===== config.mk =====
export PLATFORM = sky130hd
export DESIGN_NAME = slider_height_solver_core
export DESIGN_NICKNAME = d
export VERILOG_FILES = /design/src/hdl/shs_pkg.sv /design/src/hdl/shs_front.sv /design/src/hdl/shs_fifo.sv /design/src/hdl/shs_back.sv /design/src/hdl/slider_height_solver_core.sv
export SDC_FILE = /design/constraint.sdc
export NUM_CORES = 2
export LEC_CHECK = 0
export BUFFER_PORTS_ARGS = -buffer_cell sky130_fd_sc_hd__clkbuf_2
export CAP_MARGIN = 20
export CORE_ASPECT_RATIO = 1.2
export CORE_MARGIN = 3
export CORE_UTILIZATION = 50
export DETAILED_ROUTE_END_ITERATION = 6
export PLACE_DENSITY = 0.69
export SLEW_MARGIN = 40
export SYNTH_ARGS = -nofsm -noshare
export SYNTH_HDL_FRONTEND = slang
export SYNTH_SLANG_ARGS = --single-unit

===== constraint.sdc =====
create_clock -name clk_i -period 6.7 [get_ports clk_i]
set_clock_uncertainty 0.05 [all_clocks]
set_input_delay 0.335 -clock clk_i [delete_from_list [all_inputs] [get_ports clk_i]]
set_output_delay 0.335 -clock clk_i [all_outputs]
set_load 0.005 [all_outputs]

===== src/hdl/shs_pkg.sv =====
// shs_pkg: types, codes and constants shared by the slider height solver
// used by shs_front, shs_fifo, shs_back and slider_height_solver_core

package shs_pkg;

  localparam int unsigned CoordW   = 16;
  localparam int unsigned ArmW     = 15;
  localparam int unsigned DiffW    = CoordW + 1;
  localparam int unsigned DiffSqW  = 2 * CoordW + 1;
  localparam int unsigned ArmSqW   = 2 * ArmW;
  localparam int unsigned ZsqW     = DiffSqW + 2;
  localparam int unsigned RadW     = ArmSqW;
  localparam int unsigned RootW    = RadW / 2;
  localparam int unsigned CandW    = CoordW + 2;
  localparam int unsigned CfgIdxW  = 2;
  localparam int unsigned CfgDataW = 16;
  localparam int unsigned FifoDepth = 2;
  localparam int unsigned FifoAw   = $clog2(FifoDepth);
  localparam int unsigned FifoCntW = $clog2(FifoDepth + 1);

  localparam logic [ArmW-1:0]   ArmLengthRst = 15'd2048;
  localparam logic [CoordW-1:0] MaxHeightRst = 16'd3840;
  localparam logic [CoordW-1:0] MinHeightRst = 16'd0;

  localparam logic [RadW-1:0] RootBitInit = RadW'(1) << (RadW - 2);

  typedef enum logic [CfgIdxW-1:0] {
    CFG_ARM_LENGTH = 2'd0,
    CFG_MAX_HEIGHT = 2'd1,
    CFG_MIN_HEIGHT = 2'd2
  } cfg_idx_e;

  typedef enum logic [1:0] {
    ST_OK       = 2'd0,
    ST_NO_REACH = 2'd1,
    ST_LIMIT    = 2'd2
  } status_e;

  typedef enum logic [1:0] {
    B_IDLE,
    B_ROOT,
    B_DONE
  } back_state_e;

  typedef struct packed {
    logic signed [CoordW-1:0] max_height;
    logic signed [CoordW-1:0] min_height;
  } limits_t;

  typedef struct packed {
    logic [CoordW-1:0] base_x;
    logic [CoordW-1:0] base_y;
    logic [CoordW-1:0] table_z;
    logic              last;
    logic              reach;
    logic [RadW-1:0]   radicand;
  } job_t;

endpackage


===== src/hdl/shs_front.sv =====
// shs_front: accepts one slider item, squares the offsets and classifies reach
// depends on shs_pkg; feeds shs_fifo

module shs_front (
  input  logic                            clk_i,
  input  logic                            rst_ni,
  input  logic                            push,
  output logic                            full,
  input  logic [shs_pkg::CoordW-1:0]      table_x_i,
  input  logic [shs_pkg::CoordW-1:0]      table_y_i,
  input  logic [shs_pkg::CoordW-1:0]      table_z_i,
  input  logic [shs_pkg::CoordW-1:0]      base_x_i,
  input  logic [shs_pkg::CoordW-1:0]      base_y_i,
  input  logic                            last_slider_i,
  input  logic [shs_pkg::ArmW-1:0]        arm_length_i,
  output logic                            job_push_o,
  input  logic                            job_full_i,
  output shs_pkg::job_t                   job_o
);

  logic                                valid_q;
  logic                                accept;
  logic signed [shs_pkg::DiffW-1:0]    dx, dy;
  logic signed [2*shs_pkg::DiffW-1:0]  dx_sq, dy_sq;
  logic [shs_pkg::DiffSqW-1:0]         dx2_d, dx2_q, dy2_d, dy2_q;
  logic [shs_pkg::ArmSqW-1:0]          len2_d, len2_q;
  logic [shs_pkg::CoordW-1:0]          base_x_q, base_y_q, table_z_q;
  logic                                last_q;
  logic signed [shs_pkg::ZsqW-1:0]     zsq;

  assign accept = push & ~full;
  assign full   = valid_q & job_full_i;

  assign dx     = $signed({base_x_i[shs_pkg::CoordW-1], base_x_i})
                - $signed({table_x_i[shs_pkg::CoordW-1], table_x_i});
  assign dy     = $signed({base_y_i[shs_pkg::CoordW-1], base_y_i})
                - $signed({table_y_i[shs_pkg::CoordW-1], table_y_i});
  assign dx_sq  = dx * dx;
  assign dy_sq  = dy * dy;
  assign dx2_d  = dx_sq[shs_pkg::DiffSqW-1:0];
  assign dy2_d  = dy_sq[shs_pkg::DiffSqW-1:0];
  assign len2_d = arm_length_i * arm_length_i;

  always_ff @(posedge clk_i or negedge rst_ni) begin
    if (!rst_ni) begin
      valid_q <= 1'b0;
    end else if (accept) begin
      valid_q <= 1'b1;
    end else if (!job_full_i) begin
      valid_q <= 1'b0;
    end
  end

  always_ff @(posedge clk_i) begin
    if (accept) begin
      dx2_q     <= dx2_d;
      dy2_q     <= dy2_d;
      len2_q    <= len2_d;
      base_x_q  <= base_x_i;
      base_y_q  <= base_y_i;
      table_z_q <= table_z_i;
      last_q    <= last_slider_i;
    end
  end

  // zsq = L^2 - dx^2 - dy^2, exact
  assign zsq = $signed({{(shs_pkg::ZsqW-shs_pkg::ArmSqW){1'b0}}, len2_q})
             - $signed({2'b00, dx2_q})
             - $signed({2'b00, dy2_q});

  assign job_push_o     = valid_q;
  assign job_o.base_x   = base_x_q;
  assign job_o.base_y   = base_y_q;
  assign job_o.table_z  = table_z_q;
  assign job_o.last     = last_q;
  assign job_o.reach    = ~zsq[shs_pkg::ZsqW-1] & (|zsq);
  assign job_o.radicand = zsq[shs_pkg::RadW-1:0];

endmodule


===== src/hdl/shs_fifo.sv =====
// shs_fifo: short job queue between front and back
// depends on shs_pkg

module shs_fifo (
  input  logic          clk_i,
  input  logic          rst_ni,
  input  logic          push_i,
  output logic          full_o,
  input  shs_pkg::job_t data_i,
  input  logic          pop_i,
  output logic          empty_o,
  output shs_pkg::job_t data_o
);

  shs_pkg::job_t                 mem_q [shs_pkg::FifoDepth];
  logic [shs_pkg::FifoAw-1:0]    wr_ptr_q, rd_ptr_q;
  logic [shs_pkg::FifoCntW-1:0]  cnt_q;
  logic                          do_push, do_pop;

  assign full_o  = (cnt_q == shs_pkg::FifoCntW'(shs_pkg::FifoDepth));
  assign empty_o = (cnt_q == '0);
  assign do_push = push_i & ~full_o;
  assign do_pop  = pop_i & ~empty_o;
  assign data_o  = mem_q[rd_ptr_q];

  always_ff @(posedge clk_i or negedge rst_ni) begin
    if (!rst_ni) begin
      wr_ptr_q <= '0;
      rd_ptr_q <= '0;
      cnt_q    <= '0;
    end else begin
      if (do_push) begin
        wr_ptr_q <= (wr_ptr_q == shs_pkg::FifoAw'(shs_pkg::FifoDepth - 1))
                  ? '0 : wr_ptr_q + 1'b1;
      end
      if (do_pop) begin
        rd_ptr_q <= (rd_ptr_q == shs_pkg::FifoAw'(shs_pkg::FifoDepth - 1))
                  ? '0 : rd_ptr_q + 1'b1;
      end
      if (do_push && !do_pop) begin
        cnt_q <= cnt_q + 1'b1;
      end else if (do_pop && !do_push) begin
        cnt_q <= cnt_q - 1'b1;
      end
    end
  end

  always_ff @(posedge clk_i) begin
    if (do_push) begin
      mem_q[wr_ptr_q] <= data_i;
    end
  end

  a_cnt_bound: assert property (@(posedge clk_i) disable iff (!rst_ni)
    cnt_q <= shs_pkg::FifoCntW'(shs_pkg::FifoDepth))
    else $error("job queue count beyond depth");

endmodule


===== src/hdl/shs_back.sv =====
// shs_back: digit-by-digit root, limit check, set tracking and result register
// depends on shs_pkg; fed by shs_fifo

module shs_back (
  input  logic                            clk_i,
  input  logic                            rst_ni,
  input  logic                            job_empty_i,
  output logic                            job_pop_o,
  input  shs_pkg::job_t                   job_i,
  input  shs_pkg::limits_t                limits_i,
  output logic                            empty,
  input  logic                            pop,
  output logic [shs_pkg::CoordW-1:0]      slider_x_o,
  output logic [shs_pkg::CoordW-1:0]      slider_y_o,
  output logic [shs_pkg::CoordW-1:0]      slider_hgt_o,
  output logic [1:0]                      status_o,
  output logic                            set_done_o,
  output logic                            set_feasible_o
);

  shs_pkg::back_state_e             state_q, state_d;
  shs_pkg::job_t                    job_q;
  logic [shs_pkg::RadW-1:0]         root_q, root_d, rem_q, rem_d, bit_q, bit_d;
  logic [shs_pkg::RadW:0]           trial;
  logic                             load_job, out_load;
  logic signed [shs_pkg::CandW-1:0] cand, max_ext, min_ext;
  shs_pkg::status_e                 status;
  logic                             acc;
  logic                             all_ok_q;
  logic                             out_valid_q;
  logic [shs_pkg::CoordW-1:0]       out_x_q, out_y_q, out_z_q;
  shs_pkg::status_e                 out_status_q;
  logic                             out_done_q, out_feas_q;

  assign trial = {1'b0, root_q} + {1'b0, bit_q};

  assign cand    = $signed({{2{job_q.table_z[shs_pkg::CoordW-1]}}, job_q.table_z})
                 + $signed({{(shs_pkg::CandW-shs_pkg::RootW){1'b0}},
                            root_q[shs_pkg::RootW-1:0]});
  assign max_ext = shs_pkg::CandW'(limits_i.max_height);
  assign min_ext = shs_pkg::CandW'(limits_i.min_height);

  always_comb begin
    if (!job_q.reach) begin
      status = shs_pkg::ST_NO_REACH;
    end else if (cand < max_ext && cand > min_ext) begin
      status = shs_pkg::ST_OK;
    end else begin
      status = shs_pkg::ST_LIMIT;
    end
  end

  assign acc = all_ok_q & (status == shs_pkg::ST_OK);

  always_comb begin
    state_d  = state_q;
    root_d   = root_q;
    rem_d    = rem_q;
    bit_d    = bit_q;
    load_job = 1'b0;
    out_load = 1'b0;
    case (state_q)
      shs_pkg::B_IDLE: begin
        if (!job_empty_i) begin
          load_job = 1'b1;
          root_d   = '0;
          rem_d    = job_i.radicand;
          bit_d    = shs_pkg::RootBitInit;
          state_d  = job_i.reach ? shs_pkg::B_ROOT : shs_pkg::B_DONE;
        end
      end
      shs_pkg::B_ROOT: begin
        if ({1'b0, rem_q} >= trial) begin
          rem_d  = rem_q - trial[shs_pkg::RadW-1:0];
          root_d = (root_q >> 1) + bit_q;
        end else begin
          root_d = root_q >> 1;
        end
        bit_d = bit_q >> 2;
        if (bit_q[0]) begin
          state_d = shs_pkg::B_DONE;
        end
      end
      shs_pkg::B_DONE: begin
        if (!out_valid_q || pop) begin
          out_load = 1'b1;
          state_d  = shs_pkg::B_IDLE;
        end
      end
      default: begin
        state_d = shs_pkg::B_IDLE;
      end
    endcase
  end

  assign job_pop_o = load_job;

  always_ff @(posedge clk_i or negedge rst_ni) begin
    if (!rst_ni) begin
      state_q     <= shs_pkg::B_IDLE;
      all_ok_q    <= 1'b1;
      out_valid_q <= 1'b0;
    end else begin
      state_q <= state_d;
      if (out_load) begin
        all_ok_q    <= job_q.last ? 1'b1 : acc;
        out_valid_q <= 1'b1;
      end else if (pop) begin
        out_valid_q <= 1'b0;
      end
    end
  end

  always_ff @(posedge clk_i) begin
    root_q <= root_d;
    rem_q  <= rem_d;
    bit_q  <= bit_d;
    if (load_job) begin
      job_q <= job_i;
    end
    if (out_load) begin
      out_x_q      <= job_q.base_x;
      out_y_q      <= job_q.base_y;
      out_z_q      <= (status == shs_pkg::ST_OK) ? cand[shs_pkg::CoordW-1:0] : '0;
      out_status_q <= status;
      out_done_q   <= job_q.last;
      out_feas_q   <= job_q.last & acc;
    end
  end

  assign empty          = ~out_valid_q;
  assign slider_x_o     = out_x_q;
  assign slider_y_o     = out_y_q;
  assign slider_hgt_o   = out_z_q;
  assign status_o       = out_status_q;
  assign set_done_o     = out_done_q;
  assign set_feasible_o = out_feas_q;

  a_root_bit_onehot: assert property (@(posedge clk_i) disable iff (!rst_ni)
    state_q == shs_pkg::B_ROOT |-> $onehot(bit_q))
    else $error("root trial bit not one-hot");

  a_root_fits: assert property (@(posedge clk_i) disable iff (!rst_ni)
    state_q == shs_pkg::B_DONE && job_q.reach |-> root_q[shs_pkg::RadW-1:shs_pkg::RootW] == '0)
    else $error("root wider than expected");

  a_feas_needs_done: assert property (@(posedge clk_i) disable iff (!rst_ni)
    out_valid_q && out_feas_q |-> out_done_q && out_status_q == shs_pkg::ST_OK)
    else $error("set feasible without ok set end");

endmodule


===== src/hdl/slider_height_solver_core.sv =====
// slider_height_solver_core: top level of the linear delta slider height solver
// depends on shs_pkg, shs_front, shs_fifo, shs_back
//
// Usage:
//   Input channel is queue-like: an item transfers on a rising edge with push
//   high and full low. Each item is one slider: table vertex (x,y,z), base
//   (x,y) and a last-of-set flag. Results are queue-like too: while empty is
//   low the oldest result is on the result ports, and it transfers on a
//   rising edge with pop high. Exactly one result per item, in order.
//   Config: cfg_we_i writes register cfg_idx_i (0 arm length, 1 max height,
//   2 min height) with cfg_data_i; other indexes are ignored.
//   Write config only while no item is in flight.
// Datapath:
//   The front squares the offsets and registers the job, then hands it to a
//   two-entry queue. The back runs a digit-by-digit root, one digit per cycle,
//   then a check and result state; an unreachable slider skips the root loop.
//   The back takes one job at a time, while the front and queue accept new
//   items, so the root loop sets the sustained rate.
// Reset and stall:
//   Reset empties the queue and result register, restores default registers
//   and starts a new set. When the receiver stalls, the result waits in its
//   register, the back holds, the queue fills and then full goes high.

module slider_height_solver_core (
  input  logic                            clk_i,
  input  logic                            rst_ni,
  input  logic                            cfg_we_i,
  input  logic [shs_pkg::CfgIdxW-1:0]     cfg_idx_i,
  input  logic [shs_pkg::CfgDataW-1:0]    cfg_data_i,
  input  logic                            push,
  output logic                            full,
  input  logic [shs_pkg::CoordW-1:0]      table_x_i,
  input  logic [shs_pkg::CoordW-1:0]      table_y_i,
  input  logic [shs_pkg::CoordW-1:0]      table_z_i,
  input  logic [shs_pkg::CoordW-1:0]      base_x_i,
  input  logic [shs_pkg::CoordW-1:0]      base_y_i,
  input  logic                            last_slider_i,
  output logic                            empty,
  input  logic                            pop,
  output logic [shs_pkg::CoordW-1:0]      slider_x_o,
  output logic [shs_pkg::CoordW-1:0]      slider_y_o,
  output logic [shs_pkg::CoordW-1:0]      slider_hgt_o,
  output logic [1:0]                      status_o,
  output logic                            set_done_o,
  output logic                            set_feasible_o
);

  logic [shs_pkg::ArmW-1:0]   arm_length_q;
  shs_pkg::limits_t           limits_q;
  logic                       job_push, job_full, job_pop, job_empty;
  shs_pkg::job_t              job_in, job_out;

  always_ff @(posedge clk_i or negedge rst_ni) begin
    if (!rst_ni) begin
      arm_length_q        <= shs_pkg::ArmLengthRst;
      limits_q.max_height <= shs_pkg::MaxHeightRst;
      limits_q.min_height <= shs_pkg::MinHeightRst;
    end else if (cfg_we_i) begin
      case (cfg_idx_i)
        shs_pkg::CFG_ARM_LENGTH: arm_length_q <= cfg_data_i[shs_pkg::ArmW-1:0];
        shs_pkg::CFG_MAX_HEIGHT: limits_q.max_height <= cfg_data_i;
        shs_pkg::CFG_MIN_HEIGHT: limits_q.min_height <= cfg_data_i;
        default: ;
      endcase
    end
  end

  shs_front u_front (
    .clk_i         (clk_i),
    .rst_ni        (rst_ni),
    .push          (push),
    .full          (full),
    .table_x_i     (table_x_i),
    .table_y_i     (table_y_i),
    .table_z_i     (table_z_i),
    .base_x_i      (base_x_i),
    .base_y_i      (base_y_i),
    .last_slider_i (last_slider_i),
    .arm_length_i  (arm_length_q),
    .job_push_o    (job_push),
    .job_full_i    (job_full),
    .job_o         (job_in)
  );

  shs_fifo u_fifo (
    .clk_i   (clk_i),
    .rst_ni  (rst_ni),
    .push_i  (job_push),
    .full_o  (job_full),
    .data_i  (job_in),
    .pop_i   (job_pop),
    .empty_o (job_empty),
    .data_o  (job_out)
  );

  shs_back u_back (
    .clk_i          (clk_i),
    .rst_ni         (rst_ni),
    .job_empty_i    (job_empty),
    .job_pop_o      (job_pop),
    .job_i          (job_out),
    .limits_i       (limits_q),
    .empty          (empty),
    .pop            (pop),
    .slider_x_o     (slider_x_o),
    .slider_y_o     (slider_y_o),
    .slider_hgt_o   (slider_hgt_o),
    .status_o       (status_o),
    .set_done_o     (set_done_o),
    .set_feasible_o (set_feasible_o)
  );

endmodule


# --- Yosys cells after proc, flatten, opt, wreduce, memory -nomap -nowiden ---
# Memories as Yosys holds them, arrays and structs flattened.
# Index checks and enable logic that the tools add are counted.
classes:
  n_mux: 30
  reduce_logical: 21
  eq_ne: 10
  n_bitwise: 12
  mul: 3
  n_addsub: 12
  order_cmp: 3
op_table:
  columns: ["operator", "count"]
  rows:
  - ["case mux 30 bit (2 select lines)", 3]
  - ["2-to-1 mux 30 bit", 5]
  - ["multiplier 17 x 17 -> 33 bit", 2]
  - ["OR reduction 35 bit", 1]
  - ["subtractor 35 x 34 -> 35 bit", 1]
  - ["subtractor 16 x 16 -> 17 bit", 2]
  - ["subtractor 30 x 33 -> 34 bit", 1]
  - ["adder 30 x 30 -> 31 bit", 1]
  - [">= comparator 30 x 31 -> 1 bit", 1]
  - ["adder 29 x 30 -> 30 bit", 1]
  - ["multiplier 15 x 15 -> 30 bit", 1]
  - ["subtractor 30 bit", 1]
  - ["adder 16 x 16 -> 17 bit", 1]
  - ["greater-than comparator 17 x 16 -> 1 bit", 1]
  - ["less-than comparator 17 x 16 -> 1 bit", 1]
  - ["2-to-1 mux 2 bit", 8]
  - ["2-to-1 mux 1 bit", 13]
  - ["zero test 2 bit", 4]
  - ["AND reduction 2 bit", 4]
  - ["AND 1 bit", 7]
  - ["== test 2 bit, second input constant", 3]
  - ["!= test 2 x 1 -> 1 bit, second input constant", 3]
  - ["case mux 2 bit (3 select lines)", 1]
  - ["AND reduction 3 bit", 2]
  - ["10 further kinds", 23]
word_totals:
  word_cells: 123
  output_inout_bits: 54
  memories: 1
  ram_bits: 160
  register_bits: 393
  in_bits: 104
memory_table:
  columns: ["name", "depth", "word_bits", "rd", "rd_clocked_by_memory_dff", "write_ports", "line", "text"]
  rows:
  - ["u_fifo.mem_q", 2, 80, 1, 0, 1, "shs_fifo.sv:15", "shs_pkg::job_t mem_q [shs_pkg::FifoDepth];"]

# --- Depth between registers and ports, before layout ---
logic_depth:
  word_depth: 8
  ltp_mapped: 39
  ltp_nobuf: 37

# --- Hierarchy ---
# A second synthesis with hierarchy kept.
hier_totals:
  hier_cells: 5092
  area_unflattened_um2: 53601.4
modules_own_cells:
  columns: ["mod", "seq_area_each_um2", "area_per_inst_um2", "instances", "cells_each"]
  rows:
  - ["shs_front", 4289.1, 34028.9, 1, 3636]
  - ["shs_back", 5416.4, 11417.2, 1, 1088]
  - ["shs_fifo", 4904.7, 6369.9, 1, 268]
  - ["slider_height_solver_core", 1182.4, 1785.5, 1, 100]

# --- Worst setup path after synthesis ---
# OpenSTA, ideal clock, no wires.
synth_path:
  kind: "in2reg"
  startpoint: "input base_x_i[0] (netlist name)"
  endpoint: "register u_front.dx2_q[32] (netlist name), data pin"
  arrival_ns: 8.411
  setup_time_ns: 0.260
  setup_slack_ns: -2.020
  required_time_ns: 6.390
  stages: 37
  n_path_buf: 2
  cell_sequence: "inv_1 ha_1 fa_1 nor2b_1 o21ai_0 a21boi_0 o21ai_0 a21boi_0 o21ai_0 a21oi_1 o21a_1 xnor2_1 inv_1 clkbuf_1 nand2_1 fa_1 inv_1 fa_1 inv_1 fa_1 inv_1 fa_1 fa_1 inv_1 fa_1 inv_1 ha_1 clkbuf_1 a21o_1 a21oi_1 o21ai_0 a211o_1 a31o_2 a2111oi_0 o21bai_1 a21oi_1 xnor2_1"
synth_between:
  elab_chain_len: 2
synth_lines:
  columns: ["element", "line", "text"]
  rows:
  - ["start, declared", "slider_height_solver_core.sv:35", "input logic [shs_pkg::CoordW-1:0] base_x_i,"]
  - ["subtractor 16 x 16 -> 17 bit", "shs_front.sv:35", "- $signed({table_x_i[shs_pkg::CoordW-1], table_x_i});"]
  - ["multiplier 17 x 17 -> 33 bit", "shs_front.sv:38", "assign dx_sq = dx * dx;"]
  - ["via u_front.dx_sq (one bit)", "shs_front.sv:24", "logic signed [2*shs_pkg::DiffW-1:0] dx_sq, dy_sq;"]
  - ["end signal, assigned", "shs_front.sv:56", "dx2_q <= dx2_d;"]
  - ["end, declared", "shs_front.sv:25", "logic [shs_pkg::DiffSqW-1:0] dx2_d, dx2_q, dy2_d, dy2_q;"]
# The timed path passes the listed nets, and every way through them passes these cells.
# A chain may end at the register's enable or synchronous reset.

# --- Worst setup path after layout ---
layout_path:
  startpoint: "input base_y_i[0] (netlist name)"
  endpoint: "register u_front.dy2_q[32] (netlist name), data pin"
layout_between:
  elab_chain_len: 2
layout_lines:
  columns: ["element", "line", "text"]
  rows:
  - ["start, declared", "slider_height_solver_core.sv:36", "input logic [shs_pkg::CoordW-1:0] base_y_i,"]
  - ["subtractor 16 x 16 -> 17 bit", "shs_front.sv:37", "- $signed({table_y_i[shs_pkg::CoordW-1], table_y_i});"]
  - ["multiplier 17 x 17 -> 33 bit", "shs_front.sv:39", "assign dy_sq = dy * dy;"]
  - ["via u_front.dy_sq (one bit)", "shs_front.sv:24", null]
  - ["end signal, assigned", "shs_front.sv:57", "dy2_q <= dy2_d;"]
  - ["end, declared", "shs_front.sv:25", null]
# The timed path passes the listed nets, and every way through them passes these cells.

==> metrics.md <==
| Metric | Value |
|---|---|
| Status | `finished with violations` |
| Failing checks | `setup timing` |
| Period utilisation layout | `113%` |
| CP bufs+invs | `10` |
| Clock buffer depth | `3` |
| Final hold vios | `0` |
| Unique cell type count in the Yosys netlist | `84` |
| Min cycle time layout | `7570 ps` |
| Pre-CTS WS | `-2000 ps` |
| 1st-iter DRT viols | `1921` |
| Cell count of the worst hold path | `5` |
| Final HPWL DP | `100 mm` |
| CTS sink count | `535` |
| Ports | `158` |
| PortBufs | `157` |
| Max Slew Vio Count | `0` |
| Core Util, Final | `61.8%` |
| 1st-pass router iterations | `5` |
| FP Rows | `129` |
| H-tree levels | `2` |
| Worst-margin pin slew | `792 ps` |
| Hold_ws | `141 ps` |
| Setup Viol. Count Final | `30` |
| Most instantiated cells after synthesis | `inv_1 (993), fa_1 (672), edfxtp_1 (479), ha_1 (455), nand2_1 (343)` |
| Worst setup SP type | `input pin` |
| FFs w/ async S/R, synth | `10.5%` |
| Vias/cell | `5.25` |
| Gr usage total | `23.6%` |
| Ys flop type | `edfxtp_1` |
| First-pass GRT wire length | `206 mm` |
| Hold crit path type | `input pin to register` |
| Core Region | `0.103 mm^2` |
| Post-synth top area cell | `edfxtp_1` |
| Worst-path clk slew | `70 ps` |
| TNS Setup | `-12600 ps` |
| RSZ-0062 raised after global routing | `yes` |
| GRT overflow | `0` |
| Crit. End Element | `register` |
| GP Congestion | `0.925` |
| Slew margin rel. | `47.2%` |
| Synth Area per Inst | `10.6 um^2` |
| Hold EP | `arm_length_q[11]$_DFFE_PN1P_` |
| Clock Latency Late Sink | `670 ps` |
| HP Start | `cfg_idx_i[1]` |
| Syn Nets | `6159` |
| Max Cap Viol | `0` |
| Final nets | `7007` |
| PnR worst setup slack | `-868 ps` |
| Register-to-register path setup slack | `60 ps` |
| Top cells by area, synth | `edfxtp_1 (27%), fa_1 (26%), ha_1 (11%), inv_1 (7.1%), xnor2_1 (2.6%)` |
| Die width | `301 um` |
| Fraction of layout cells with a size suffix above 1 | `23.4%` |
| Initial antenna violation count | `2` |
| Final wirelength | `126 mm` |
| CP Class | `input pin to register` |
| Drt wl/cell | `17.6 um` |
| Top Family by Delay on Critical Path | `adder cells` |
| R2R Path Start | `u_front.len2_q[0]$_DFFE_PP_` |
| Most common cell in the synthesized netlist | `inv_1` |
| Die area | `0.109 mm^2` |
| ANT cells | `0` |
| WP data arrival | `7900 ps` |
| Peak Freq | `132 MHz` |
| Pin count of the biggest net entering global routing | `76` |
| Via count | `37800` |
| Crit-path max cell delay | `540 ps` |
| Root Buffer | `clkbuf_16` |
| Die height | `360 um` |
| CTS Buf Count | `58` |
| Yosys warns | `0` |
| Initial Util | `50.6%` |
| Antenna-violating nets left | `0` |
| FF-to-FF End | `u_fifo.mem_q[1][30]$_DFFE_PP_` |
| Synth Instances | `4928` |
| Worst path required time | `7030 ps` |
| TritonCTS clock tree | `built` |
| Vias in the first global route | `40600` |
| Share of the synthesized area in the top cell type | `27.5%` |
| Post-synthesis sequential area ratio | `30.2%` |
| DRC viols | `0` |
| Crit-path most repeated cell | `fa_1` |
| Reg2reg path depth | `26` |
| EDFF count, synth | `479` |
| Area Growth Syn to Fin | `22.3%` |
| Mapped Area | `0.0523 mm^2` |
| Slowest CP cell | `fa_1` |
| Crit-path max FO | `4` |
| Register bit total from synthesis | `535` |
-- registers in the layout, indices dropped and copies added (netlist names), 15 cells and up --
signal,flops
arm_length_q,15
limits_q,32
u_back.bit_q,15
u_back.job_q,50
u_back.rem_q,30
u_back.root_q,30
u_back.slider_hgt_o,16
u_back.slider_x_o,16
u_back.slider_y_o,16
u_fifo.mem_q,160
u_front.base_x_q,16
u_front.base_y_q,16
u_front.dx2_q,32
u_front.dy2_q,32
u_front.len2_q,29
u_front.table_z_q,16
-- routing by layer --
layer	routed length, um	track usage (%)	up-vias
met5	0	0	-
met1	50200	28.8	19000
met2	66400	43.1	780
li1	-	-	17900
met4	4760	8.34	0
met3	5150	2.61	245
-- cell type report --
cell class,count,area (um^2)
Fill cell,8207,39500
Sequential cell,535,15800
Clock inverter,39,453
Clock buffer,71,1500
Timing Repair Buffer,896,6830
Tap cell,1375,1720
Inverter,1005,3810
Multi-Input combinational cell,3280,33900
-- worst reg2reg max path, delay by kind of cell, from the launching register on --
kind,cells,cell delay (ps)
simple gates,8,2190
compound gates,11,2460
fa+ha+maj,3,830
buf+inv,3,310
flops,1,400
xor+xnor,1,140
-- through the flow --
| step | cell area, um^2 | instances |
|---|---|---|
| 3_5_place_dp | 59500 | 6940 |
| 2_1_floorplan | 53000 | 4928 |
| 3_3_place_gp | 59400 | 6936 |
| 4_1_cts | 62900 | 7160 |
| 5_1_grt | 64000 | 7201 |
| 6_report | 64000 | 7201 |
-- cells in the final DEF (no fill, tap or decap), types with 47 or more instances in the layout --
cell	instances
a21oi_1	139
clkbuf_2	154
nand2_1	324
xor2_1	87
xnor2_1	142
edfxtp_1	479
buf_4	617
mux2_2	96
ha_1	430
clkbuf_16	59
a21o_1	96
o21ai_0	120
nor3_1	47
inv_1	950
nor2_1	306
dlygate4sd3_1	68
fa_1	656
and2_1	76
-- logic make-up after synthesis --
kind of cell / synth area share [%]
DFF: 30.2
adders and majority gates: 36.6
xor gates and xnor gates: 4.18
and+or+nand+nor: 9.33
AOI/OAI and AO/OA: 9.18
buffers and inverters: 7.98
muxes: 2.56
-- worst max path at each step --
stage / start / to / slack [ps] / cells after the start
after floorplan: base_y_i[0] / u_front.dy2_q[32]$_DFFE_PP_ / -1270 / 37
after global placement: base_y_i[0] / u_front.dy2_q[32]$_DFFE_PP_ / -1860 / 36
after detailed placement: base_y_i[0] / u_front.dy2_q[32]$_DFFE_PP_ / -2000 / 36
after CTS: base_y_i[0] / u_front.dy2_q[32]$_DFFE_PP_ / -860 / 38
after global routing: base_y_i[0] / u_front.dy2_q[29]$_DFFE_PP_ / -1290 / 39
final: base_y_i[0] / u_front.dy2_q[32]$_DFFE_PP_ / -870 / 36
-- repair_timing --
action                                  CTS  global route
buffers inserted                         46            42
hold buffers                             68             0
pin swaps                                58           101
endpoints found under the setup margin   39            46
resized for setup                       107           178
endpoints found under the hold margin   148             0
Power is left out: the tool's default activity adds up to more than one toggle a clock period on the data nets, which glitch-free logic cannot reach.
